--- config.mk ---
export PLATFORM = sky130hd
export DESIGN_NAME = radix_half_weight_split
export DESIGN_NICKNAME = d
export VERILOG_FILES = /design/src/sv/rhws_pkg.sv /design/src/sv/rhws_ram.sv /design/src/sv/rhws_divider.sv /design/src/sv/rhws_horner.sv /design/src/sv/radix_half_weight_split.sv
export SDC_FILE = /design/constraint.sdc
export NUM_CORES = 2
export LEC_CHECK = 0
export ABC_AREA = 1
export BUFFER_PORTS_ARGS = -buffer_cell sky130_fd_sc_hd__buf_4
export CELL_PAD_IN_SITES_DETAIL_PLACEMENT = 2
export CELL_PAD_IN_SITES_GLOBAL_PLACEMENT = 2
export CORE_AREA = 2 2 426 428
export DETAILED_ROUTE_END_ITERATION = 12
export DIE_AREA = 0 0 428 430
export GPL_TIMING_DRIVEN = 1
export HOLD_SLACK_MARGIN = 0.08
export PLACE_DENSITY = 0.81
export SYNTH_ARGS = -nofsm -noshare
export SYNTH_HDL_FRONTEND = slang
export SYNTH_SLANG_ARGS = --single-unit
--- constraint.sdc ---
create_clock -name clk -period 4.9 [get_ports clk]
set_clock_uncertainty 0.15 [all_clocks]
set_input_delay 1.47 -clock clk [delete_from_list [all_inputs] [get_ports clk]]
set_output_delay 1.47 -clock clk [all_outputs]
set_load 0.005 [all_outputs]
--- src/sv/rhws_pkg.sv ---
// rhws_pkg: shared widths and sequencer state type for the radix half weight split block
// no dependencies; imported by every module of the block except the ram
`timescale 1ns / 1ps

package rhws_pkg;

  localparam int VALUE_W = 64;
  localparam int RADIX_W = 16;
  localparam int DIGIT_W = 16;

  // smallest digit base the block works with
  localparam logic [RADIX_W-1:0] RADIX_MIN = 16'd2;

  // sequencer states, one-hot
  typedef enum logic [7:0] {
    S_IDLE     = 8'b0000_0001,
    S_DIV_GO   = 8'b0000_0010,
    S_DIV_WAIT = 8'b0000_0100,
    S_SCAN     = 8'b0000_1000,
    S_RD       = 8'b0001_0000,
    S_MAC_GO   = 8'b0010_0000,
    S_MAC_WAIT = 8'b0100_0000,
    S_FIN      = 8'b1000_0000
  } state_t;

  // handshake between the sequencer and a multi-cycle unit
  typedef struct packed {
    logic busy;
    logic done;
  } unit_stat_t;

endpackage

--- src/sv/rhws_ram.sv ---
// rhws_ram: generic single write port, single read port ram with registered read
// no package dependencies
`timescale 1ns / 1ps

module rhws_ram #(
  parameter int WIDTH = 16,
  parameter int DEPTH = 64
) (
  input  logic                                  clk,
  input  logic                                  we,
  input  logic [(DEPTH > 1 ? $clog2(DEPTH) : 1)-1:0] waddr,
  input  logic [WIDTH-1:0]                      wdata,
  input  logic [(DEPTH > 1 ? $clog2(DEPTH) : 1)-1:0] raddr,
  output logic [WIDTH-1:0]                      rdata
);

  logic [WIDTH-1:0] mem [DEPTH];

  // write port and registered read port
  always_ff @(posedge clk) begin
    if (we) begin
      mem[waddr] <= wdata;
    end
    rdata <= mem[raddr];
  end

endmodule

--- src/sv/rhws_divider.sv ---
// rhws_divider: restoring divider, 64-bit dividend by 16-bit divisor, one quotient bit per cycle
// depends on rhws_pkg
`timescale 1ns / 1ps

module rhws_divider (
  input  logic                         clk,
  input  logic                         rst,
  input  logic                         start,
  input  logic [rhws_pkg::VALUE_W-1:0] dividend,
  input  logic [rhws_pkg::RADIX_W-1:0] divisor,
  output logic [rhws_pkg::VALUE_W-1:0] quotient,
  output logic [rhws_pkg::DIGIT_W-1:0] remainder,
  output rhws_pkg::unit_stat_t         stat
);

  import rhws_pkg::*;

  localparam int CNT_W = $clog2(VALUE_W);

  logic [VALUE_W-1:0] quo;
  logic [DIGIT_W-1:0] rem;
  logic [CNT_W-1:0]   cnt;
  logic               busy;
  logic               done;
  logic [DIGIT_W:0]   trial;
  logic [DIGIT_W:0]   diff;
  logic               ge;

  // shift in the next dividend bit and try the subtract
  always_comb begin
    trial = {rem, quo[VALUE_W-1]};
    diff  = trial - {1'b0, divisor};
    ge    = (trial >= {1'b0, divisor});
  end

  // control
  always_ff @(posedge clk) begin
    if (rst) begin
      busy <= 1'b0;
      done <= 1'b0;
      cnt  <= '0;
    end else begin
      done <= 1'b0;
      if (start && !busy) begin
        busy <= 1'b1;
        cnt  <= CNT_W'(VALUE_W - 1);
      end else if (busy) begin
        if (cnt == '0) begin
          busy <= 1'b0;
          done <= 1'b1;
        end else begin
          cnt <= cnt - 1'b1;
        end
      end
    end
  end

  // datapath
  always_ff @(posedge clk) begin
    if (start && !busy) begin
      quo <= dividend;
      rem <= '0;
    end else if (busy) begin
      quo <= {quo[VALUE_W-2:0], ge};
      rem <= ge ? diff[DIGIT_W-1:0] : trial[DIGIT_W-1:0];
    end
  end

  assign quotient  = quo;
  assign remainder = rem;
  assign stat      = '{busy: busy, done: done};

endmodule

--- src/sv/rhws_horner.sv ---
// rhws_horner: accumulator that folds in one digit per run, acc = acc * radix + digit,
// as a shift-add over the radix bits, one bit per cycle; depends on rhws_pkg
`timescale 1ns / 1ps

module rhws_horner (
  input  logic                         clk,
  input  logic                         rst,
  input  logic                         clear,
  input  logic                         start,
  input  logic [rhws_pkg::DIGIT_W-1:0] digit,
  input  logic [rhws_pkg::RADIX_W-1:0] radix,
  output logic [rhws_pkg::VALUE_W-1:0] acc,
  output rhws_pkg::unit_stat_t         stat
);

  import rhws_pkg::*;

  localparam int BIT_W = $clog2(RADIX_W);

  logic [VALUE_W-1:0] tmp;
  logic [VALUE_W-1:0] sum;
  logic [DIGIT_W-1:0] dig;
  logic [BIT_W-1:0]   bitcnt;
  logic               busy;
  logic               done;

  // one shift-add step, digit added on the last radix bit
  always_comb begin
    sum = {tmp[VALUE_W-2:0], 1'b0}
        + (radix[bitcnt] ? acc : '0)
        + ((bitcnt == '0) ? VALUE_W'(dig) : '0);
  end

  // control
  always_ff @(posedge clk) begin
    if (rst) begin
      busy   <= 1'b0;
      done   <= 1'b0;
      bitcnt <= '0;
    end else begin
      done <= 1'b0;
      if (start && !busy) begin
        busy   <= 1'b1;
        bitcnt <= BIT_W'(RADIX_W - 1);
      end else if (busy) begin
        if (bitcnt == '0) begin
          busy <= 1'b0;
          done <= 1'b1;
        end else begin
          bitcnt <= bitcnt - 1'b1;
        end
      end
    end
  end

  // datapath
  always_ff @(posedge clk) begin
    if (clear) begin
      acc <= '0;
    end else if (start && !busy) begin
      tmp <= '0;
      dig <= digit;
    end else if (busy) begin
      tmp <= sum;
      if (bitcnt == '0) begin
        acc <= sum;
      end
    end
  end

  assign stat = '{busy: busy, done: done};

endmodule

--- src/sv/radix_half_weight_split.sv ---
// radix_half_weight_split: each item runs the 64-step shared divider once per extracted
// digit, then a stop search over the digits, then the 16-step shift-add fold once per
// digit from the stop position down to digit zero; a zero value goes straight to the output
// One item at a time: s_tready returns the cycle after the result is loaded, so a new item
// is taken only once the last result has gone into the output register
// Synchronous active-high reset clears control and sets the radix to 2; no ram clearing
`timescale 1ns / 1ps

module radix_half_weight_split #(
  parameter int MAX_DIGITS = 64
) (
  input  logic                         clk,
  input  logic                         rst,
  // input item
  input  logic                         s_tvalid,
  output logic                         s_tready,
  input  logic [rhws_pkg::VALUE_W-1:0] s_tdata,   // [63:0] value
  // result item
  output logic                         m_tvalid,
  input  logic                         m_tready,
  output logic [rhws_pkg::VALUE_W-1:0] m_tdata,   // [63:0] low_part
  // radix register
  input  logic                         cfg_we,
  input  logic [rhws_pkg::RADIX_W-1:0] cfg_wdata
);

  import rhws_pkg::*;

  localparam int AW = (MAX_DIGITS > 1) ? $clog2(MAX_DIGITS) : 1;
  localparam int CW = $clog2(MAX_DIGITS + 1);

  state_t             state;
  logic [RADIX_W-1:0] radix;
  logic [RADIX_W-1:0] radix_eff;
  logic [VALUE_W-1:0] rest;
  logic [CW-1:0]      n;
  logic [CW-1:0]      weight;
  logic [CW-1:0]      seen;
  logic [CW-1:0]      seen_next;
  logic [AW-1:0]      idx;
  logic [AW-1:0]      k;
  logic [MAX_DIGITS-1:0] nz;

  logic               div_start;
  logic [VALUE_W-1:0] div_quo;
  logic [DIGIT_W-1:0] div_rem;
  unit_stat_t         div_stat;

  logic               mac_clear;
  logic               mac_start;
  logic [VALUE_W-1:0] mac_acc;
  unit_stat_t         mac_stat;

  logic               ram_we;
  logic [DIGIT_W-1:0] ram_rdata;
  logic               accept;
  logic               out_load;

  assign accept   = s_tvalid && s_tready;
  assign s_tready = (state == S_IDLE);
  assign out_load = (state == S_FIN) && (!m_tvalid || m_tready);

  // radix register
  always_ff @(posedge clk) begin
    if (rst) begin
      radix <= RADIX_MIN;
    end else if (cfg_we) begin
      radix <= cfg_wdata;
    end
  end

  assign radix_eff = (radix < RADIX_MIN) ? RADIX_MIN : radix;

  // unit controls
  assign div_start = (state == S_DIV_GO);
  assign mac_start = (state == S_MAC_GO);
  assign mac_clear = accept;
  assign ram_we    = (state == S_DIV_WAIT) && div_stat.done;
  assign seen_next = seen + CW'(nz[idx]);

  // sequencer
  always_ff @(posedge clk) begin
    if (rst) begin
      state  <= S_IDLE;
      n      <= '0;
      weight <= '0;
      seen   <= '0;
      idx    <= '0;
      k      <= '0;
      nz     <= '0;
    end else begin
      unique case (state)
        S_IDLE: begin
          if (accept) begin
            n      <= '0;
            weight <= '0;
            nz     <= '0;
            state  <= (s_tdata == '0) ? S_FIN : S_DIV_GO;
          end
        end
        S_DIV_GO: begin
          state <= S_DIV_WAIT;
        end
        S_DIV_WAIT: begin
          if (div_stat.done) begin
            nz[n[AW-1:0]] <= (div_rem != '0);
            weight        <= weight + CW'(div_rem != '0);
            n             <= n + 1'b1;
            if (div_quo == '0 || n == CW'(MAX_DIGITS - 1)) begin
              idx   <= '0;
              seen  <= '0;
              state <= S_SCAN;
            end else begin
              state <= S_DIV_GO;
            end
          end
        end
        // find the first digit where the nonzero count reaches half the total
        S_SCAN: begin
          if (seen_next >= (weight >> 1)) begin
            k     <= idx;
            state <= S_RD;
          end else begin
            seen <= seen_next;
            idx  <= idx + 1'b1;
          end
        end
        S_RD: begin
          state <= S_MAC_GO;
        end
        S_MAC_GO: begin
          state <= S_MAC_WAIT;
        end
        // fold digits from the stop position down to digit zero
        S_MAC_WAIT: begin
          if (mac_stat.done) begin
            if (k == '0) begin
              state <= S_FIN;
            end else begin
              k     <= k - 1'b1;
              state <= S_RD;
            end
          end
        end
        S_FIN: begin
          if (out_load) begin
            state <= S_IDLE;
          end
        end
        default: begin
          state <= S_IDLE;
        end
      endcase
    end
  end

  // remaining value feeding the divider
  always_ff @(posedge clk) begin
    if (accept) begin
      rest <= s_tdata;
    end else if (ram_we) begin
      rest <= div_quo;
    end
  end

  // output register
  always_ff @(posedge clk) begin
    if (rst) begin
      m_tvalid <= 1'b0;
    end else if (out_load) begin
      m_tvalid <= 1'b1;
    end else if (m_tready) begin
      m_tvalid <= 1'b0;
    end
  end

  always_ff @(posedge clk) begin
    if (out_load) begin
      m_tdata <= mac_acc;
    end
  end

  rhws_divider u_div (
    .clk       (clk),
    .rst       (rst),
    .start     (div_start),
    .dividend  (rest),
    .divisor   (radix_eff),
    .quotient  (div_quo),
    .remainder (div_rem),
    .stat      (div_stat)
  );

  rhws_ram #(
    .WIDTH (DIGIT_W),
    .DEPTH (MAX_DIGITS)
  ) u_digits (
    .clk   (clk),
    .we    (ram_we),
    .waddr (n[AW-1:0]),
    .wdata (div_rem),
    .raddr (k),
    .rdata (ram_rdata)
  );

  rhws_horner u_mac (
    .clk   (clk),
    .rst   (rst),
    .clear (mac_clear),
    .start (mac_start),
    .digit (ram_rdata),
    .radix (radix_eff),
    .acc   (mac_acc),
    .stat  (mac_stat)
  );

  // an accepted item always takes the block out of idle
  a_accept_busy: assert property (@(posedge clk) disable iff (rst)
    accept |=> !s_tready)
    else $error("block still ready after accepting an item");

  // digit count stays within the digit store
  a_digit_bound: assert property (@(posedge clk) disable iff (rst)
    n <= CW'(MAX_DIGITS))
    else $error("digit count beyond store depth");

  // nonzero count never exceeds digit count
  a_weight_bound: assert property (@(posedge clk) disable iff (rst)
    weight <= n)
    else $error("nonzero digit count exceeds digit count");

  // stop search ends before running past the extracted digits
  a_scan_bound: assert property (@(posedge clk) disable iff (rst)
    (state == S_SCAN) |-> (CW'(idx) < n))
    else $error("stop search ran past the last digit");

endmodule

Yosys cells after proc, flatten, opt, wreduce, memory -nomap -nowiden
Memories as Yosys holds them, arrays and structs flattened. A register that Yosys moved wholly into a read port is not among the register bits.
Index checks and enable logic that the tools add are counted.

storage, ports and cells
  logic and storage cells = 161
  input port bits = 85
  memories kept = 1
  register bits after elaboration = 487
  bits in writable memories = 1024
  output and inout port bits = 66

memories
  memory        depth  width  rd ports  clocked after memory_dff  write ports  RTL line        source
  u_digits.mem  64     16     1         1                         1            rhws_ram.sv:17  logic [WIDTH-1:0] mem [DEPTH];

cells by class
  bitwise operators = 4
  $add $sub $neg = 10
  order comparisons = 7
  mux-type cells = 63
  eq/ne operators = 19
  reductions and logical operators = 35

operators with widths
  kind                   number
  $mux W64               7
  $logic_not A64 Y1      2
  $pmux W64 S2           1
  $add A64 B16 Y64       1
  $add A64 B64 Y64       1
  $bwmux W64             1
  $pmux W8 S8            1
  $mux W63               1
  $mux W8                7
  $mux W6                9
  $mux W16               3
  $mux W7                6
  $pmux W7 S2            3
  $pmux W6 S2            2
  $ge A17 B16 Y1         1
  $lt A16 B2 Y1 const B  1
  $mux W4                4
  $reduce_bool A16 Y1    1
  $sub A16 B16 Y16       1
  $mux W1                15
  $add A7 B1 Y7          2
  $lt A6 B7 Y1 const B   2
  $reduce_bool A2 Y1     7
  $logic_not A6 Y1       2
  31 further kinds       57

Longest topological paths before layout
  depth in word-level cells = 8
  gate-level depth with buffers = 30
  mapped depth without buffers = 29

Cells and area by module
A second synthesis with hierarchy kept.

second synthesis, totals
  cell total of the unflattened synthesis = 7466
  area, all modules = 71115.7 um^2

modules (own cells, without submodules)
  module                   instances  area an instance (um^2)  cells each
  rhws_ram                 1          42099.1                  3517
  rhws_horner              1          12585.8                  1933
  radix_half_weight_split  1          11409.7                  1368
  rhws_divider             1          5021.1                   648

Least setup slack after synthesis
Ideal clock, no wire load.

  kind = in2reg
  from = input m_tready
  to = register m_tdata[0] (netlist name) (enable)
  library setup time = 486 ps
  cell stages on the path = 2
  arrival = 4206 ps
  path buffers = 0
  required time = 4264 ps
  setup slack = 58 ps
  path through = nor2_1 > nor2_1

between the ends
  word-level cells in the longest chain between the ends = 2

ends and longest elaborated chain
  item                  RTL line                        source
  start, declared       radix_half_weight_split.sv:20   input logic m_tready,
  $logic_or A1 B1 Y1    radix_half_weight_split.sv:61   assign out_load = (state == S_FIN) && (!m_tvalid || m_tready);
  $logic_and A1 B1 Y1   radix_half_weight_split.sv:61
  named net out_load    radix_half_weight_split.sv:57   logic out_load;
  end signal, assigned  radix_half_weight_split.sv:179  m_tdata <= mac_acc;
  end, declared         radix_half_weight_split.sv:21   output logic [rhws_pkg::VALUE_W-1:0] m_tdata,

The timed path passes the listed nets, and every way through them passes these cells.
A chain may end at the register's enable or synchronous reset.

Worst setup path in the final report
  from = register u_mac.bitcnt[0]
  to = register u_mac.tmp[46], data pin

between the ends
  word-level cells in the longest chain between the ends = 6
  elaborated cells between the ends (all ways) = 8

ends and longest elaborated chain
  item                           RTL line           source
  start, declared                rhws_horner.sv:23  logic [BIT_W-1:0] bitcnt;
  start signal, assigned         rhws_horner.sv:44  bitcnt <= BIT_W'(RADIX_W - 1);
  start signal, assigned         rhws_horner.sv:50  bitcnt <= bitcnt - 1'b1;
  $bmux W1 S4                    rhws_horner.sv:30  + (radix[bitcnt] ? acc : '0)
  $mux W1 (implied by the code)  rhws_horner.sv:30
  $mux W64                       rhws_horner.sv:30
  $add A64 B64 Y64               rhws_horner.sv:30
  $add A64 B16 Y64 (*)           rhws_horner.sv:31  + ((bitcnt == '0) ? VALUE_W'(dig) : '0);
  $mux W63 (*)                   rhws_horner.sv:63  end else if (busy) begin
  end signal, assigned           rhws_horner.sv:64  tmp <= sum;
  end, declared                  rhws_horner.sv:20  logic [VALUE_W-1:0] tmp;

Every way passes the cells marked *; elsewhere a longest branch is shown, timed or not. The select of a mux whose other input is x is not followed.

==> run metrics <==
run status=complete, no violations; DRT Pass-1 Iters=5; top_reg_cell synth=edfxtp_1; Leak Pwr=0.0284 uW; Clock Latency Late Sink=0.85 ns; gr ovfl total=0; Critical Path Start=u_mac.bitcnt[0]; vias in the first global route=a little under 60000; clock tree buffer depth=3; #FFs+latches synth=~1500; Worst setup EP type=flop; crit-path max FO=41; core area=roughly 0.18 mm2; PwrDens=450 mW/mm2; share of layout cells above drive strength 1=0.107; min-delay src=u_digits.rdata[2]; DIE AREA=0.184 mm2; Startpoint Class=flop; DPL Wire Length=roughly 160000 um; EDFF count, synth=1295; Design Power=35100 uW; post-route minimum period=4.65 ns; RSZ-0062 raised after global routing=yes; port bufs=150; ys async rst share=0; clock sinks=1527; Crit path top cell by count=nand2_1; critical-path cell list=inv_1, nor2_2, a22oi_1, nand3b_1, nand3_1, nand2_4, buf_12, nor2_1, ha_1, ha_1, nand2_1, o21ai_0, a21oi_1, o21ai_0, inv_1, nand2_1, nand2_1, a21oi_1; nets=6852; Hold Slack=~0.26 ns; number of synthesis warnings=0; Slew @ Worst Pin=1.24 ns; CTS tree=done; Initial Util=0.377; required time of the worst setup path=5.40 ns; P&R area growth vs syn=15.1%; worst path arrival time=5.15 ns; worst slew margin relative to its limit=0.170; synthesized area=around 0.068 mm2; Post-Layout Cell Count=9118; reg2reg end=u_mac.tmp[46]; first-pass GRT wire length=381000 um; DIE HEIGHT=430 um; max-cap viol count=0; die span in x=428 um; WL final=257000 um; class of the worst hold path=flop to flop; max incr delay on CP=0.58 ns; R2R Setup Slk=about 0.25 ns; Fmax=between 0.2 and 0.25 GHz; number of DRC markers in iteration 0=4590; initial antenna violation count=6; routed wire length per instance=about 28 um; Tot GR Track Use=0.274; Ports=151; Synth cell types=between 50 and 60; CP top delay family=compound AO/OA/AOI/OAI gates; Setup violations, final=0; CTS buffer count=about 170; post-synth net total=6678; htree depth=4; Tcrit/Tclk final=0.950; critical path class=flop to flop; cell row count=156; Peak VDD IR=0.000471 V; setup TNS=0 ns; Residual DRC=0; hold endpoint=u_mac.dig[2]; Worst Reg-to-Reg Cells=18; Slowest cell on crit path=o21ai_0; DRT antenna net count=0; placed insts=8808; Worst R2R Start=u_mac.bitcnt[0]; Bufs and invs on worst path=3; Slew Viols, Final=0; Final Hold Violating Endpoints=0; Mean Syn Cell Area=10.5 um2; largest net degree at the start of global routing=134; Seq/Total Area, Yosys=0.642; RePlAce Congestion=0.921; clock transition at the registers of the reported paths=0.06 ns; routed vias/inst=slightly below 6; vias=between 50000 and 60000; Syn Inst Count=6434; Post-CTS Setup Inserts=0; root buf cell=clkbuf_16; Hold Crit Depth=0
-- power breakdown --
part | switching, uW | internal, uW
clock | 5650 | 7060
combinational | 5060 | 1380
sequential | 297 | 15700
total | 11000 | 24100
-- metal layers --
| layer | part of all wire | track usage |
|---|---|---|
| met5 | 0.00012 | 0 |
| met4 | 0.042 | 0.111 |
| met3 | 0.054 | 0.0418 |
| met2 | 0.50 | 0.474 |
| met1 | 0.41 | 0.343 |
-- synth_stat cells (2+ instances only) --
| library cell | number | share of area |
|---|---|---|
| a21o_1 | 11 | 0.0012 |
| buf_4 | 3 | 0.00033 |
| nor3_1 | 93 | 0.0069 |
| nand2_4 | 2 | 0.00033 |
| o211ai_1 | 73 | 0.0081 |
| a211oi_1 | 5 | 0.00055 |
| xor2_1 | 26 | 0.0034 |
| o21a_1 | 18 | 0.0020 |
| nand3b_1 | 5 | 0.00055 |
| clkbuf_1 | 261 | 0.014 |
| and3_1 | 3 | 0.00028 |
| o21ai_0 | 866 | 0.064 |
| o221ai_1 | 186 | 0.024 |
| clkinv_1 | 11 | 0.00061 |
| and2_1 | 5 | 0.00046 |
| fa_1 | 17 | 0.0050 |
| inv_1 | 584 | 0.032 |
| nand2_1 | 702 | 0.039 |
| or2_2 | 6 | 0.00055 |
| o21bai_1 | 12 | 0.0013 |
| xnor2_1 | 28 | 0.0036 |
| nor4_1 | 23 | 0.0021 |
| a22oi_1 | 2 | 0.00022 |
| o22ai_1 | 75 | 0.0069 |
| edfxtp_1 | 1295 | 0.57 |
| buf_6 | 8 | 0.0013 |
| buf_2 | 48 | 0.0035 |
| nand4_1 | 53 | 0.0049 |
| a21boi_0 | 3 | 0.00033 |
| o21ai_1 | 10 | 0.00074 |
| ha_1 | 142 | 0.026 |
| nor2_2 | 3 | 0.00028 |
| buf_1 | 23 | 0.0013 |
| a31oi_1 | 5 | 0.00046 |
| dfxtp_1 | 232 | 0.068 |
| nand3_1 | 358 | 0.026 |
| nor2_1 | 923 | 0.051 |
| nand2_2 | 2 | 0.00018 |
| a21oi_1 | 289 | 0.021 |
| inv_2 | 10 | 0.00055 |
| a221oi_1 | 2 | 0.00026 |
-- worst register-to-register path, delay by kind of cell (launching register included) --
kind / cells / cell delay (ns)
compound gates: 5 / 1.61
simple gates: 8 / 1.12
fa+ha+maj: 2 / 0.64
buf+inv: 3 / 0.49
flops: 1 / 0.44
-- sequential cells by signal (all words and copies together) (netlist names), 4 cells and up --
name             count
rest                64
u_mac.tmp           63
u_mac.acc           64
weight               7
m_tdata             64
state                8
u_div.cnt            6
u_div.remainder     16
idx                  6
seen                 7
u_mac.bitcnt         4
nz                  64
u_div.quotient      64
u_mac.dig           16
k                    6
u_digits.rdata      16
n                    7
u_digits.mem      1024
radix               16
-- layout make-up --
cell class,instances,area (um2)
clock inverter,84,865
clock buffer,225,4520
tap,2370,2970
fill,18500,102000
multi-input combinational,3958,21100
inverter,606,2300
timing repair buffer,347,2820
antenna,1,2.50
sequential,1527,43600
-- worst max path at each step --
| stage | to | slack (ns) | cells past startpoint |
|---|---|---|---|
| 2_1_floorplan | m_tdata[0] | 0.06 | 2 |
| 3_3_place_gp | u_mac.tmp[62] | 0.14 | 21 |
| 3_5_place_dp | u_mac.tmp[46] | -0.17 | 22 |
| 4_1_cts | u_mac.tmp[46] | 0.007 | 22 |
| 5_1_grt | u_mac.tmp[46] | -0.05 | 25 |
| 6_report | u_mac.tmp[46] | 0.25 | 18 |
-- through the flow --
stage | cell area (um2) | utilization | setup WS, ns
finish | 78100 | 0.434 | 0.245
global route | 78100 | 0.434 | -0.0460
CTS | 78000 | 0.434 | 0.00739
detailed placement | 72600 | 0.404 | -0.169
global placement | 72600 | 0.404 | 0.135
floorplan | 67800 | - | 0.0583
-- cells by family after synthesis --
kind of cell / count (synthesis) / share of synthesized area
adder cells (fa/ha/maj): 159 / 0.0312
buffers and inverters: 949 / 0.0545
XOR/XNOR: 54 / 0.00697
AO/OA/AOI/OAI: 1563 / 0.132
flip-flops: 1527 / 0.642
AND/OR/NAND/NOR: 2182 / 0.133
-- repair_timing --
item                                    4_1_cts  5_1_grt
endpoints found under the setup margin       11       86
hold endpoints to repair                      0        0
pin swaps                                     0        1
gates resized for setup                       4       31
hold buffers                                  0        0
-- cell usage in the layout, fill, tap and decap left out, types with 13 or more instances in the layout --
cell          n
nand3_1     353
nand4_1      53
clkinv_1     39
nor3_1       40
inv_2        14
clkbuf_16   170
edfxtp_1   1295
clkbuf_1     49
o211ai_1     73
a21oi_1     285
nor2_1      914
nand2_2      13
o21ai_0     866
xnor2_1      26
ha_1        142
nand2_1     689
buf_4       329
o221ai_1    186
xor2_1       26
buf_12       17
dfxtp_1     211
nor3_2       50
fa_1         17
clkinv_2     29
o22ai_1      75
nor4_1       22
dfxtp_2      18
inv_1       577
o21a_1       18
Note: power is estimated with default switching activity, not from simulation.
